===== src/rtl/owpw_pkg.sv =====
// Shared types, constants and helpers for the one-wire pulse-width byte sender.
`default_nettype none

package owpw_pkg;

  // Width of the phase tick counter
  localparam int TIMER_WIDTH = 16;

  // Configuration register file
  localparam int NUM_REGS  = 7;
  localparam int REG_WIDTH = 16;
  localparam int IDX_WIDTH = 3;

  typedef enum logic [IDX_WIDTH-1:0] {
    REG_START_HIGH = 3'd0,
    REG_ZERO_LOW   = 3'd1,
    REG_ZERO_HIGH  = 3'd2,
    REG_ONE_LOW    = 3'd3,
    REG_ONE_HIGH   = 3'd4,
    REG_END_LOW    = 3'd5,
    REG_END_HIGH   = 3'd6
  } reg_idx_t;

  typedef logic [NUM_REGS-1:0][REG_WIDTH-1:0] cfg_regs_t;

  localparam cfg_regs_t REG_RESET_VALS = {
    16'd400,  // end_high_ticks
    16'd4,    // end_low_ticks
    16'd12,   // one_high_ticks
    16'd4,    // one_low_ticks
    16'd4,    // zero_high_ticks
    16'd12,   // zero_low_ticks
    16'd15    // start_high_ticks
  };

  // Request codes
  localparam logic REQ_TICK = 1'b0;
  localparam logic REQ_LOAD = 1'b1;

  // Bits per frame
  localparam logic [3:0] FRAME_BITS = 4'd8;

  // Frame phases
  typedef enum logic [2:0] {
    PH_IDLE     = 3'd0,
    PH_START    = 3'd1,
    PH_BIT_LOW  = 3'd2,
    PH_BIT_HIGH = 3'd3,
    PH_END_LOW  = 3'd4,
    PH_END_HIGH = 3'd5
  } phase_t;

  // Input word
  typedef struct packed {
    logic       req_type;
    logic [7:0] data_byte;
  } in_word_t;

  // Result word
  typedef struct packed {
    logic line_level;
    logic busy_res;
    logic frame_done;
    logic load_rejected;
  } out_word_t;

  // Register value cut or zero-extended to the timer width
  function automatic logic [TIMER_WIDTH-1:0] to_timer(input logic [REG_WIDTH-1:0] v);
    logic [31:0] wide;
    wide = {16'b0, v};
    return wide[TIMER_WIDTH-1:0];
  endfunction

endpackage

`default_nettype wire


===== src/rtl/owpw_regs.sv =====
// Configuration register file of the pulse-width byte sender.
`default_nettype none

module owpw_regs
  import owpw_pkg::*;
(
  input  wire logic                 clk,
  input  wire logic                 rst,
  input  wire logic                 wr_en,
  input  wire logic [IDX_WIDTH-1:0] wr_index,
  input  wire logic [REG_WIDTH-1:0] wr_data,
  output cfg_regs_t                 regs
);

  // Writes beyond the register list are dropped
  always_ff @(posedge clk) begin
    if (rst) begin
      regs <= REG_RESET_VALS;
    end else if (wr_en && (32'(wr_index) < NUM_REGS)) begin
      regs[wr_index] <= wr_data;
    end
  end

endmodule

`default_nettype wire


===== src/rtl/owpw_core.sv =====
// Frame sequencer: phase, bit and tick state, one word handled per cycle while step is high.
`default_nettype none

module owpw_core
  import owpw_pkg::*;
(
  input  wire logic      clk,
  input  wire logic      rst,
  input  wire cfg_regs_t regs,
  input  wire logic      step,
  input  wire in_word_t  word,
  output out_word_t      result
);

  phase_t                 phase, phase_next;
  logic [7:0]             shift_reg, shift_reg_next;
  logic [3:0]             bits_left, bits_left_next;
  logic [TIMER_WIDTH-1:0] ticks_left, ticks_left_next;
  logic                   line_reg, line_reg_next;

  logic [3:0] bits_dec;
  logic       done;
  logic       rejected;

  // State registers
  always_ff @(posedge clk) begin
    if (rst) begin
      phase      <= PH_IDLE;
      shift_reg  <= '0;
      bits_left  <= '0;
      ticks_left <= '0;
      line_reg   <= 1'b0;
    end else if (step) begin
      phase      <= phase_next;
      shift_reg  <= shift_reg_next;
      bits_left  <= bits_left_next;
      ticks_left <= ticks_left_next;
      line_reg   <= line_reg_next;
    end
  end

  assign bits_dec = (bits_left != 4'd0) ? bits_left - 4'd1 : 4'd0;

  // Next state and result for the current word
  always_comb begin
    phase_next      = phase;
    shift_reg_next  = shift_reg;
    bits_left_next  = bits_left;
    ticks_left_next = ticks_left;
    line_reg_next   = line_reg;
    done            = 1'b0;
    rejected        = 1'b0;

    if (word.req_type == REQ_LOAD) begin
      if (phase != PH_IDLE) begin
        rejected = 1'b1;
      end else begin
        shift_reg_next  = word.data_byte;
        bits_left_next  = FRAME_BITS;
        phase_next      = PH_START;
        ticks_left_next = to_timer(regs[REG_START_HIGH]);
        line_reg_next   = 1'b1;
      end
    end else if (phase != PH_IDLE) begin
      if (ticks_left > TIMER_WIDTH'(1)) begin
        ticks_left_next = ticks_left - TIMER_WIDTH'(1);
      end else begin
        // Phase used up: move on
        case (phase)
          PH_START: begin
            phase_next      = PH_BIT_LOW;
            ticks_left_next = to_timer(shift_reg[7] ? regs[REG_ONE_LOW]
                                                    : regs[REG_ZERO_LOW]);
            line_reg_next   = 1'b0;
          end
          PH_BIT_LOW: begin
            phase_next      = PH_BIT_HIGH;
            ticks_left_next = to_timer(shift_reg[7] ? regs[REG_ONE_HIGH]
                                                    : regs[REG_ZERO_HIGH]);
            line_reg_next   = 1'b1;
          end
          PH_BIT_HIGH: begin
            shift_reg_next = {shift_reg[6:0], 1'b0};
            bits_left_next = bits_dec;
            line_reg_next  = 1'b0;
            if (bits_dec == 4'd0) begin
              phase_next      = PH_END_LOW;
              ticks_left_next = to_timer(regs[REG_END_LOW]);
            end else begin
              phase_next      = PH_BIT_LOW;
              ticks_left_next = to_timer(shift_reg[6] ? regs[REG_ONE_LOW]
                                                      : regs[REG_ZERO_LOW]);
            end
          end
          PH_END_LOW: begin
            phase_next      = PH_END_HIGH;
            ticks_left_next = to_timer(regs[REG_END_HIGH]);
            line_reg_next   = 1'b1;
          end
          PH_END_HIGH: begin
            phase_next      = PH_IDLE;
            ticks_left_next = '0;
            line_reg_next   = 1'b1;
            done            = 1'b1;
          end
          default: begin
            phase_next      = PH_IDLE;
            ticks_left_next = '0;
          end
        endcase
      end
    end

    result.line_level    = line_reg_next;
    result.busy_res      = (phase_next != PH_IDLE);
    result.frame_done    = done;
    result.load_rejected = rejected;
  end

endmodule

`default_nettype wire


===== src/rtl/one_wire_pulse_width_byte_sender_top.sv =====
// Top level of the one-wire pulse-width byte sender: handshakes and result buffer.
//
// Usage:
//   in channel (in_valid/in_ready/in_word): each word is a tick (req_type 0)
//   or a byte load (req_type 1). Every accepted word yields exactly one
//   result word on the out channel (out_valid/out_ready/out_word) carrying
//   the line level, busy flag, frame-done pulse and load-rejected flag.
//   cfg channel (cfg_valid/cfg_ready/cfg_index/cfg_data) writes one of the
//   seven timing registers; cfg_ready is always high, and indexes past the
//   last register are dropped. Write only while no result is outstanding.
// Results: each result is registered into the output or the skid register.
// Throughput: one word per cycle while in_ready is high; the sequencer state
//   updates in the cycle of acceptance, so a word may follow in the next cycle.
// Stall: a two-entry result buffer (output register plus skid register)
//   keeps in_ready high for one more word while a result waits; in_ready
//   drops only when both entries are full.
// Reset: timing registers return to their defaults, the sequencer goes idle
//   with the line low, and the result buffer empties.
`default_nettype none

module one_wire_pulse_width_byte_sender_top
  import owpw_pkg::*;
(
  input  wire logic                 clk,
  input  wire logic                 rst,
  input  wire logic                 in_valid,
  output logic                      in_ready,
  input  wire in_word_t             in_word,
  output logic                      out_valid,
  input  wire logic                 out_ready,
  output out_word_t                 out_word,
  input  wire logic                 cfg_valid,
  output logic                      cfg_ready,
  input  wire logic [IDX_WIDTH-1:0] cfg_index,
  input  wire logic [REG_WIDTH-1:0] cfg_data
);

  cfg_regs_t regs;
  out_word_t result;
  out_word_t skid_word;
  logic      skid_valid;
  logic      accept;

  assign cfg_ready = 1'b1;
  assign in_ready  = !skid_valid;
  assign accept    = in_valid && in_ready;

  owpw_regs u_regs (
    .clk      (clk),
    .rst      (rst),
    .wr_en    (cfg_valid && cfg_ready),
    .wr_index (cfg_index),
    .wr_data  (cfg_data),
    .regs     (regs)
  );

  owpw_core u_core (
    .clk    (clk),
    .rst    (rst),
    .regs   (regs),
    .step   (accept),
    .word   (in_word),
    .result (result)
  );

  // Result buffer control
  always_ff @(posedge clk) begin
    if (rst) begin
      out_valid  <= 1'b0;
      skid_valid <= 1'b0;
    end else if (!out_valid || out_ready) begin
      if (skid_valid) begin
        out_valid  <= 1'b1;
        skid_valid <= 1'b0;
      end else begin
        out_valid <= accept;
      end
    end else if (accept) begin
      skid_valid <= 1'b1;
    end
  end

  // Result buffer data
  always_ff @(posedge clk) begin
    if (!out_valid || out_ready) begin
      if (skid_valid) begin
        out_word <= skid_word;
      end else if (accept) begin
        out_word <= result;
      end
    end else if (accept) begin
      skid_word <= result;
    end
  end

endmodule

`default_nettype wire


===== config.mk =====
export PLATFORM = sky130hd
export DESIGN_NAME = one_wire_pulse_width_byte_sender_top
export DESIGN_NICKNAME = d
export VERILOG_FILES = /design/src/rtl/owpw_pkg.sv /design/src/rtl/owpw_regs.sv /design/src/rtl/owpw_core.sv /design/src/rtl/one_wire_pulse_width_byte_sender_top.sv
export SDC_FILE = /design/constraint.sdc
export NUM_CORES = 1
export LEC_CHECK = 0
export BUFFER_PORTS_ARGS = -buffer_cell sky130_fd_sc_hd__buf_2
export CAP_MARGIN = 15
export CORE_MARGIN = 2
export CORE_UTILIZATION = 25
export CTS_BUF_LIST = sky130_fd_sc_hd__clkbuf_4 sky130_fd_sc_hd__clkbuf_8
export CTS_CLUSTER_DIAMETER = 150
export DETAILED_ROUTE_END_ITERATION = 8
export GPL_ROUTABILITY_DRIVEN = 0
export PLACE_DENSITY = 0.47
export SYNTH_ARGS = -nofsm -noshare
export SYNTH_HDL_FRONTEND = slang
export SYNTH_SLANG_ARGS = --single-unit

===== constraint.sdc =====
create_clock -name clk -period 3.7 [get_ports clk]
set_clock_uncertainty 0.05 [all_clocks]
set_input_delay 0.925 -clock clk [delete_from_list [all_inputs] [get_ports clk]]
set_output_delay 0.925 -clock clk [all_outputs]
set_load 0.05 [all_outputs]

After elaboration in Yosys (flattened, before gate mapping)
Index checks and enable logic that the tools add are counted.

operators by class
  $add $sub $neg = 2
  multipliers = 0
  div/mod/pow operators = 0
  $lt $le $gt $ge = 4
  eq/ne operators = 7
  shifts and indexed selects = 0
  mux-type cells = 43
  bitwise logic cells = 1
  reduce and logical (&&, ||, !) cells = 20

operators by type and width
  operator                                                                           number
  16-bit 2-to-1 mux                                                                  9
  112-bit bitwise mux                                                                1
  16-bit case mux with 4 select lines                                                1
  16-bit demux with 3-bit select                                                     1
  8-bit 2-to-1 mux                                                                   5
  4-bit 2-to-1 mux                                                                   8
  16-bit by 1-bit greater-than comparator with 1-bit output (second input constant)  1
  16-bit by 1-bit subtractor with 16-bit output (second input constant)              1
  3-bit 2-to-1 mux                                                                   5
  3-bit case mux with 4 select lines                                                 1
  1-bit 2-to-1 mux                                                                   11
  3-bit by 2-bit equality test with 1-bit output (second input constant)             2
  3-bit equality test (second input constant)                                        2
  2-bit nonzero test                                                                 3
  3-bit nonzero test                                                                 2
  5-bit AND reduction                                                                1
  4-bit logical NOT                                                                  1
  3-bit by 4-bit less-than comparator with 1-bit output (second input constant)      1
  2-bit != test (second input constant)                                              2
  2-bit AND reduction                                                                2
  4-bit nonzero test                                                                 1
  2-bit OR reduction                                                                 2
  4-bit by 1-bit subtractor with 4-bit output (second input constant)                1
  3-bit by 1-bit equality test with 1-bit output (second input constant)             1
  9 further kinds                                                                    12

word-level totals
  register bits after elaboration = 154
  latch bits = 0
  RAM bits = 0
  memory bits (read-only) = 0
  word-level logic and storage cells = 99
  memories = 0

Longest topological paths before layout
Gate-level depths: netlist of the first run.

  word-level depth = 11
  gate-level depth with buffers = 10
  gate-level depth less buffers = 8

Hierarchy
From an unflattened synthesis of the first run, not the netlist that was laid out.

unflattened totals
  cells, all modules = 851
  area total of the unflattened synthesis = 8,195.4 µm²

by module, submodules not included
  module                                instances  cells an instance  area each (µm²)  sequential area each (µm²)
  owpw_regs                             1          399                4,408.0          2,242.2
  owpw_core                             1          427                3,369.5          640.6
  one_wire_pulse_width_byte_sender_top  1          25                 417.9            280.3

Worst setup path before layout of the first run
No wires, ideal clock.

  path type = input-to-reg
  from = input in_valid
  to = register u_core.ticks_left[14]
  library setup time = 0.060 ns
  arrival time = 2.352 ns
  required time = 3.590 ns
  path slack = 1.238 ns
  stages = 8
  path through = nor2b_1 > clkbuf_1 > nand2_1 > clkbuf_1 > nor2_1 > o21ai_0 > a31oi_1 > a221o_1

between the ends
  cells in the longest elaborated chain, start to end = 2

RTL lines
  element                               line                                        source
  start, declared                       one_wire_pulse_width_byte_sender_top.sv:26  input wire logic in_valid,
  1-bit logical AND                     one_wire_pulse_width_byte_sender_top.sv:46  assign accept = in_valid && in_ready;
  3-bit AND reduction (no source line)  n/a
  end signal, assigned                  owpw_core.sv:37                             ticks_left <= ticks_left_next;
  end, declared                         owpw_core.sv:18                             logic [TIMER_WIDTH-1:0] ticks_left, ticks_left_next;

No other way between the ends.
A chain may end at the register's enable or synchronous reset.

==> impl_metrics.toml, run 1 <==
[sta]
finalCriticalPeriod_ns = 2.80
rsz0062_at_grt = "no"
setup_viol = 0
layout_worst_path_cycle_share = 0.755
slew_violations = 0
clock.fmax_mhz = 358
worst_pin_slew_ns = 1.12
relSlewSlack = 0.253
fin_setup_tns_ns = 0
whs_ns = 0.407
timing_hold_violations_final = 0

[worst_hold_path]
min_path_type = "reg -> reg"
min-delay-start = "u_regs.regs[46]"
whs_endpoint = "u_regs.regs[46]"
hold_depth = 2

[global_route]
grt_max_degree = 51
grt.total_usage = 0.155
grt_pass1_vias = 6256
grt_pass1_wl_mm = 37.5
overflow = 0
antenna_found_initial = 0

[clock_tree]
postCtsHoldBufs = 0
cts_root_buffer = "clkbuf_8"
htreeDepth = 4
post_cts_buffers = 0
cts.clk_slew.worst_paths_ns = 0.09
cts_resized = 0
cts_buffers = 17
cts.sinks = 154
tritoncts = "built"
clockBufferDepth = 2
clk_latency_ns = 0.47

[yosys]
synth_top_area_share = 0.394
yosysTopAreaCell = "dfxtp_1"
synth_seq_cells = 154
synth.area.top_cells = "dfxtp_1, nand2_1, a21oi_1"
yosysUniqueCellTypes = 70
yosysSeqAreaShare = 0.426
synthCells = 939
ys.flop_type = "dfxtp_1"
avgSynthCellArea_um2 = 7.91
syn_nets = 975
async_flop_share = 0
ys_warn_count = 0
synth-edff-count = 8
synth_common_cells = "nand2_1, dfxtp_1, a21oi_1"
syn_area_um2 = 7430
synth.most_common_cell = "nand2_1"

[finish]
final_area_um2 = 8400
n_antenna_cell = 0
largest_register_ffs = 112
final_util = 0.285
fin_nets = 994
area_growth_pct = 13.1
drive_above_1_share = 0.122
nFillCells = 3243

[worst_setup_path]
endpoint_kind = "flip-flop"
slowest_delay_ns = 0.59
path_cells = "inv_1 -> ha_1 -> nor2_1 -> or4_1 -> nor3_4 -> a21boi_1 -> a211o_1 -> mux2_4"
arrival_ns = 2.97
worstRegToRegCells = 8
reg2reg_from = "u_core.ticks_left[0]"
reg2reg_slack_ns = 0.90
cp_max_fo = 11
required_ns = 3.87
cp.buffers_inverters = 1
crit_slowest_cell = "or4_1"
start_kind = "flip-flop"
crit_family = "simple AND/OR/NAND/NOR gates"
crit-reg2reg-capture = "out_word[3]"
critPathKind = "reg -> reg"
worstSetupPathDepth = 8

[power]
powerDensity_nw_per_um2 = 437
power_leakage_nw = 2.80
peakVddDrop_uv = 150
power.total_mw = 3.67

[floorplan]
core_um2 = 29500
die_h_um = 176
ios = 40
die_area_um2 = 31100
start_util = 0.252
rows = 63
fp.dieW_um = 176

[placement]
place_area_um2 = 8040
port_buffers = 38
place_hpwl_mm = 16.3

[detailed_routing]
num_vias = 6628
via_per_inst = 4.87
routed_wl_mm = 23.7
wl_per_cell_um = 17.4
ant_nets = 0
drt_iter0_markers = 395
first_pass_iters = 6
drc = 0

[outcome]
status = "complete, no violations"

[run]
max_cap_viol_count = 0
[worst max-delay path by stage]
| stage | start | end | slack [ns] |
|---|---|---|---|
| 2_1_floorplan | in_valid | u_core.ticks_left[14] | 1.24 |
| 3_3_place_gp | in_word[8] | u_core.bits_left[2] | 0.79 |
| 3_5_place_dp | in_word[8] | u_core.bits_left[2] | 0.75 |
| 4_1_cts | u_core.ticks_left[0] | out_word[3] | 0.91 |
| 5_1_grt | u_core.ticks_left[0] | out_word[3] | 0.79 |
| 6_report | u_core.ticks_left[0] | out_word[3] | 0.90 |
[tightest hold or removal path, cell delays in order (launching register included)]
cell	delay, ns
dfxtp_1	0.31
nand2_1	0.05
a21oi_1	0.05
[power breakdown]
group / switching [mW] / internal (mW) / total, mW
Combinational: 0.431 / 0.232 / 0.662
Sequential: 0.0647 / 1.73 / 1.80
Clock: 0.666 / 0.548 / 1.21
Total: 1.16 / 2.51 / 3.67
[stage by stage]
step | setup WS [ns] | instances
2_1_floorplan | 1.24 | 939
3_3_place_gp | 0.794 | 1329
3_5_place_dp | 0.748 | 1329
4_1_cts | 0.910 | 1360
5_1_grt | 0.793 | 1360
6_report | 0.905 | 1360
[kinds of logic (layout without fill, tap and decap cells)]
logic type      after synthesis  after routing  share of synthesized area
simple gates                415            415                      0.249
compound gates              235            235                      0.202
flops                       154            154                      0.426
buf+inv                      76            107                     0.0431
mux                          51             51                     0.0703
xor+xnor                      4              4                    0.00472
fa+ha+maj                     3              3                    0.00506
other cells                   1              1                   0.000505
[area by class of cell]
cell class,count,area (µm²),share of cell area
Clock buffer,20,256,0.0305
Clock inverter,11,101,0.0121
Multi-Input combinational cell,709,3950,0.471
Timing Repair Buffer,65,395,0.0471
Inverter,11,41.3,0.00492
Sequential cell,154,3160,0.377
Tap cell,390,488,0.0581
[layout by cell type, fill, tap and decap left out, drive strengths merged, types with 5 or more instances in the layout]
cell type / instances
or4: 5
nor4: 5
o22ai: 14
a31oi: 5
nand4: 7
buf: 65
clkbuf: 20
nand3b: 13
nor3: 14
nand2b: 9
edfxtp: 8
nand2: 269
nor2b: 10
o21ai: 18
or3: 5
nand3: 18
a21oi: 121
mux2: 6
a211oi: 16
nor2: 51
a221oi: 11
o211ai: 8
clkinv: 7
inv: 10
mux2i: 45
dfxtp: 146
[per-layer routing]
metal | GRT usage | vias to the layer above | wire length [µm]
li1 | - | 3335 | -
met1 | 0.214 | 3166 | 11500
met2 | 0.250 | 109 | 11200
met3 | 0.0295 | 18 | 704
met4 | 0.0365 | 0 | 313
met5 | 0 | - | 0
No activity file was read; power rests on OpenSTA's default activity.
==> run 2: changes to the inputs <==
==> constraint.sdc (replaced) <==
create_clock -name clk -period 2.6 [get_ports clk]
set_clock_uncertainty 0.05 [all_clocks]
set_input_delay 0.65 -clock clk [delete_from_list [all_inputs] [get_ports clk]]
set_output_delay 0.65 -clock clk [all_outputs]
set_load 0.05 [all_outputs]
==> run 2 against run 1 <==
  * Sequential power is 41% higher
  * Sequential cell count is the same
  * Global-route usage rose by 0.10 points
  * Clock-buffer cell count is 1 higher
  * Non-clock buffer count increased by 34
  * Sequential share of layout area fell by 1.3 points
  * Hold slack got worse by 0.00093 ns
  * Setup slack worse by 0.68 ns
  * Clock power up 50%
  * Power up 48%
  * Die area did not move
  * Largest cell class unchanged
  * Largest power group unchanged
  * Highest routed layer unchanged
==> impl_metrics.toml, run 2 (same netlist as run 1, synthesis figures left out) <==
[outcome]
status = "complete, no violations"

[placement]
place_area_um2 = 8310
place_hpwl_mm = 16.6
port_buffers = 38
pre_cts_ws_ns = 0.0577

[worst_setup_path]
required_ns = 2.93
arrival_ns = 2.70
start_kind = "flip-flop"
cp_common_cell = "nor2_1"
critPathKind = "reg -> reg"
cp_max_fo = 14
crit_slowest_cell = "or4_4"
path_cells = "inv_1 -> ha_1 -> nor2_1 -> or4_4 -> buf_4 -> o41ai_4 -> buf_6 -> nor2_1 -> a211oi_1"
slowest_delay_ns = 0.48
endpoint_kind = "flip-flop"

[clock_tree]
cts.clk_slew.worst_paths_ns = 0.09
clk_latency_ns = 0.45
cts_resized = 0
cts.sinks = 154
clockBufferDepth = 2
tritoncts = "built"
postCtsHoldBufs = 0
cts_buffers = 17
htreeDepth = 4
post_cts_buffers = 0
cts_root_buffer = "clkbuf_8"

[global_route]
grt_max_degree = 58
antenna_found_initial = 0
overflow = 0
grt_pass1_wl_mm = 37.8
met3_usage = 0.0228
grt_pass1_vias = 6592
grt.total_usage = 0.156
met1_usage = 0.214
top_usage_layer = "met2"
grt_util_met2 = 0.257

[power]
seq_power_share = 0.469
p_sw_mw = 1.65
peakVddDrop_uv = 225
clkPwrFrac = 0.336
internal_power_mw = 3.78
p_sw_frac = 0.304
combPwrFrac = 0.195
powerDensity_nw_per_um2 = 623
power_leakage_nw = 2.99

[sta]
layout_worst_path_cycle_share = 0.914
setup_ws_ns = 0.224
slew_violations = 0
relSlewSlack = 0.496
rsz0062_at_grt = "no"
worst_pin_slew_ns = 0.756
clock.fmax_mhz = 421
fin_setup_tns_ns = 0
timing_hold_violations_final = 0
setup_viol = 0
finalCriticalPeriod_ns = 2.38

[run]
max_cap_viol_count = 0

[detailed_routing]
ant_nets = 0
num_vias = 6787
drc = 0
wl_per_cell_um = 17.1
first_pass_iters = 5
routed_wl_mm = 23.8
via_per_inst = 4.87
drt_iter0_markers = 415

[finish]
drive_above_1_share = 0.152
fin_nets = 1028
area_growth_pct = 17.2
final_area_um2 = 8700
nFillCells = 3205
largest_register_ffs = 112
mostFrequentLayoutCells = "nand2_1, dfxtp_1, a21oi_1"
mostFrequentLayoutCell = "nand2_1"
n_antenna_cell = 0

[worst_hold_path]
min_path_type = "reg -> reg"

[floorplan]
rows = 63
start_util = 0.252
fp.dieW_um = 176
die_area_um2 = 31100
core_um2 = 29500
ios = 40
die_h_um = 176
## run 2: metal layers
metal	routed length [µm]	part of all wire
met5	0	0
met1	11400	0.48
met2	11300	0.48
met4	251	0.011
met3	809	0.034
## run 2: metrics by stage
stage	std cells	util	hold slack (ns)	total power, mW
6_report	1395	0.295	0.406	5.42
5_1_grt	1395	0.295	0.426	5.67
4_1_cts	1395	0.295	0.409	5.47
3_5_place_dp	1363	0.282	0.397	3.65
3_3_place_gp	1363	0.282	0.390	3.64
2_1_floorplan	939	-	0.381	3.25
## run 2: worst max-delay path, delay by kind of cell (launching register included)
family                   cells  cell delay [ns]
adder cells (fa/ha/maj)      1             0.18
AO/OA/AOI/OAI                2             0.64
AND/OR/NAND/NOR              3             0.60
flip-flops                   1             0.36
buffers and inverters        3             0.48
## run 2: worst paths after layout
path / startpoint / to / slack [ns] / cells past startpoint
max: u_core.ticks_left[0] / u_core.shift_reg[1] / 0.22 / 9
min: u_regs.regs[72] / u_regs.regs[72] / 0.41 / 2
max reg2reg: u_core.ticks_left[0] / u_core.shift_reg[1] / 0.22 / 9
min reg2reg: u_regs.regs[72] / u_regs.regs[72] / 0.41 / 2
## run 2: power by group through the flow
stage               Sequential [mW]  Clock [mW]  Combinational [mW]
global placement               2.60           0                1.05
floorplan                      2.59           0               0.658
detailed placement             2.60           0                1.05
finish                         2.54        1.82                1.06
CTS                            2.54        1.87                1.06
global route                   2.55        1.96                1.16
## run 2: layout make-up
class / count / area [µm²] / share of cell area
Timing Repair Buffer: 99 / 667 / 0.0766
Tap cell: 390 / 488 / 0.0561
Multi-Input combinational cell: 709 / 3960 / 0.455
Inverter: 11 / 41.3 / 0.00474
Clock inverter: 11 / 124 / 0.0142
Clock buffer: 21 / 264 / 0.0303
Sequential cell: 154 / 3160 / 0.364
==> run 3: changes to the inputs <==
--- a/config.mk
+++ b/config.mk
@@ -5,7 +5,7 @@
 export SDC_FILE = /design/constraint.sdc
 export NUM_CORES = 1
 export LEC_CHECK = 0
-export BUFFER_PORTS_ARGS = -buffer_cell sky130_fd_sc_hd__buf_2
+export BUFFER_PORTS_ARGS = -buffer_cell sky130_fd_sc_hd__buf_4
 export CAP_MARGIN = 15
 export CORE_MARGIN = 2
 export CORE_UTILIZATION = 25
==> run 3 against run 2 <==
  * Fmax down 2.1%
  * Power up 2.4%
  * Hold slack worse by 0.0079 ns
  * Critical path type unchanged
  * Highest routed layer unchanged
==> impl_metrics.toml, run 3 (same netlist as run 1, synthesis figures left out) <==
[outcome]
status = "complete, no violations"

[global_route]
overflow = 0
grt_pass1_wl_mm = 37.3
grt_max_degree = 79
grt_pass1_vias = 6640
grt.total_usage = 0.156
antenna_found_initial = 0

[power]
powerDensity_nw_per_um2 = 632
internal_power_mw = 3.78
peakVddDrop_uv = 234
p_sw_mw = 1.77
p_sw_frac = 0.320
power.total_mw = 5.55
seq_power_share = 0.459
combPwrFrac = 0.192
clkPwrFrac = 0.349
power_leakage_nw = 3.03

[placement]
port_buffers = 38
place_hpwl_mm = 17.0
placed_cells = 1357
place_area_um2 = 8370

[worst_setup_path]
critPathKind = "reg -> reg"
reg2reg_from = "u_core.phase[2]"
reg2reg_slack_ns = 0.17
crit-reg2reg-capture = "u_core.shift_reg[7]"
worstRegToRegCells = 7
required_ns = 2.93
endpoint_kind = "flip-flop"
start_kind = "flip-flop"
cp_max_fo = 14
arrival_ns = 2.76

[clock_tree]
postCtsHoldBufs = 0
cts.clk_slew.worst_paths_ns = 0.10
cts.sinks = 154
clockBufferDepth = 2
cts_root_buffer = "clkbuf_8"
cts_buffers = 17
clk_latency_ns = 0.47
htreeDepth = 4
tritoncts = "built"

[sta]
fin_setup_tns_ns = 0
worst_pin_slew_ns = 0.709
rsz0062_at_grt = "no"
relSlewSlack = 0.526
setup_viol = 0
clock.fmax_mhz = 412
slew_violations = 0
layout_worst_path_cycle_share = 0.933
timing_hold_violations_final = 0
finalCriticalPeriod_ns = 2.43

[finish]
layout.cells.non_filler = 1389
mostFrequentLayoutCells = "nand2_1, dfxtp_1, a21oi_1"
final_util = 0.298
largest_register_ffs = 112
fin_nets = 1022
n_antenna_cell = 0
drive_above_1_share = 0.148
final_area_um2 = 8780
mostFrequentLayoutCell = "nand2_1"
area_growth_pct = 18.3

[floorplan]
start_util = 0.252
ios = 40
rows = 63
die_area_um2 = 31100
fp.dieW_um = 176
core_um2 = 29500
die_h_um = 176

[detailed_routing]
wl_per_cell_um = 17.2
routed_wl_mm = 23.9
ant_nets = 0
via_per_inst = 4.90
num_vias = 6800
drc = 0
drt_iter0_markers = 356
first_pass_iters = 5

[run]
max_cap_viol_count = 0

[worst_hold_path]
min_path_type = "in -> reg"
min-delay-start = "rst"
whs_endpoint = "u_core.ticks_left[4]"
hold_depth = 2
==> run 3: cell count changes in the layout (fill, tap and decap cells not counted), moves of 2 or more <==
| cell | change |
|---|---|
| buf_4 | +31 |
| clkbuf_4 | -4 |
| clkinv_4 | -2 |
| inv_6 | +6 |
| buf_2 | -37 |
| inv_8 | +3 |
==> run 3: timing repair <==
item	4_1_cts	5_1_grt
setup buffers	0	0
setup endpoints to repair	0	11
resized for setup	0	1
==> run 3: how the worst max path moves through the flow <==
stage	end	startpoint	slack (ns)
detailed placement	out_word[3]	u_core.ticks_left[0]	0.11
global placement	out_word[3]	u_core.ticks_left[0]	0.16
CTS	out_word[3]	u_core.ticks_left[0]	0.08
floorplan	u_core.ticks_left[14]	u_core.phase[0]	0.22
finish	u_core.shift_reg[7]	u_core.phase[2]	0.17
global route	u_core.shift_reg[7]	u_core.phase[2]	0.03
==> run 3: power by group through the flow <==
stage / clock (mW) / combinational [mW] / sequential [mW]
final: 1.94 / 1.07 / 2.55
after global routing: 2.08 / 1.16 / 2.56
after CTS: 1.99 / 1.06 / 2.55
after detailed placement: 0 / 1.06 / 2.60
after global placement: 0 / 1.06 / 2.60
after floorplan: 0 / 0.658 / 2.59
==> run 3: layer usage <==
layer,track usage,wire (µm),vias up
met3,0.0299,960,23
met2,0.251,11100,135
met4,0.0403,288,0
met1,0.213,11600,3247
li1,-,-,3395
met5,0,0,-
==> run 3: area by class of cell <==
cell class / instances / area, µm²
Timing Repair Buffer: 93 / 723
Clock buffer: 17 / 234
Inverter: 11 / 41.3
Fill cell: 3232 / 20700
Sequential cell: 154 / 3160
Multi-Input combinational cell: 709 / 3960
Tap cell: 390 / 488
Clock inverter: 15 / 176
==> run 3: metrics by stage <==
step / setup slack (ns) / hold WS (ns)
6_report: 0.174 / 0.398
5_1_grt: 0.0327 / 0.383
4_1_cts: 0.0771 / 0.373
3_5_place_dp: 0.108 / 0.396
3_3_place_gp: 0.160 / 0.391
2_1_floorplan: 0.220 / 0.381
==> run 3: critical path, stage by stage (launching register included) <==
cell and delay (ns):
dfxtp_1 0.32, or3_1 0.40, ha_1 0.31, nand2_1 0.21, o41ai_4 0.50, buf_4 0.29, nor2_1 0.06, a211oi_1 0.21
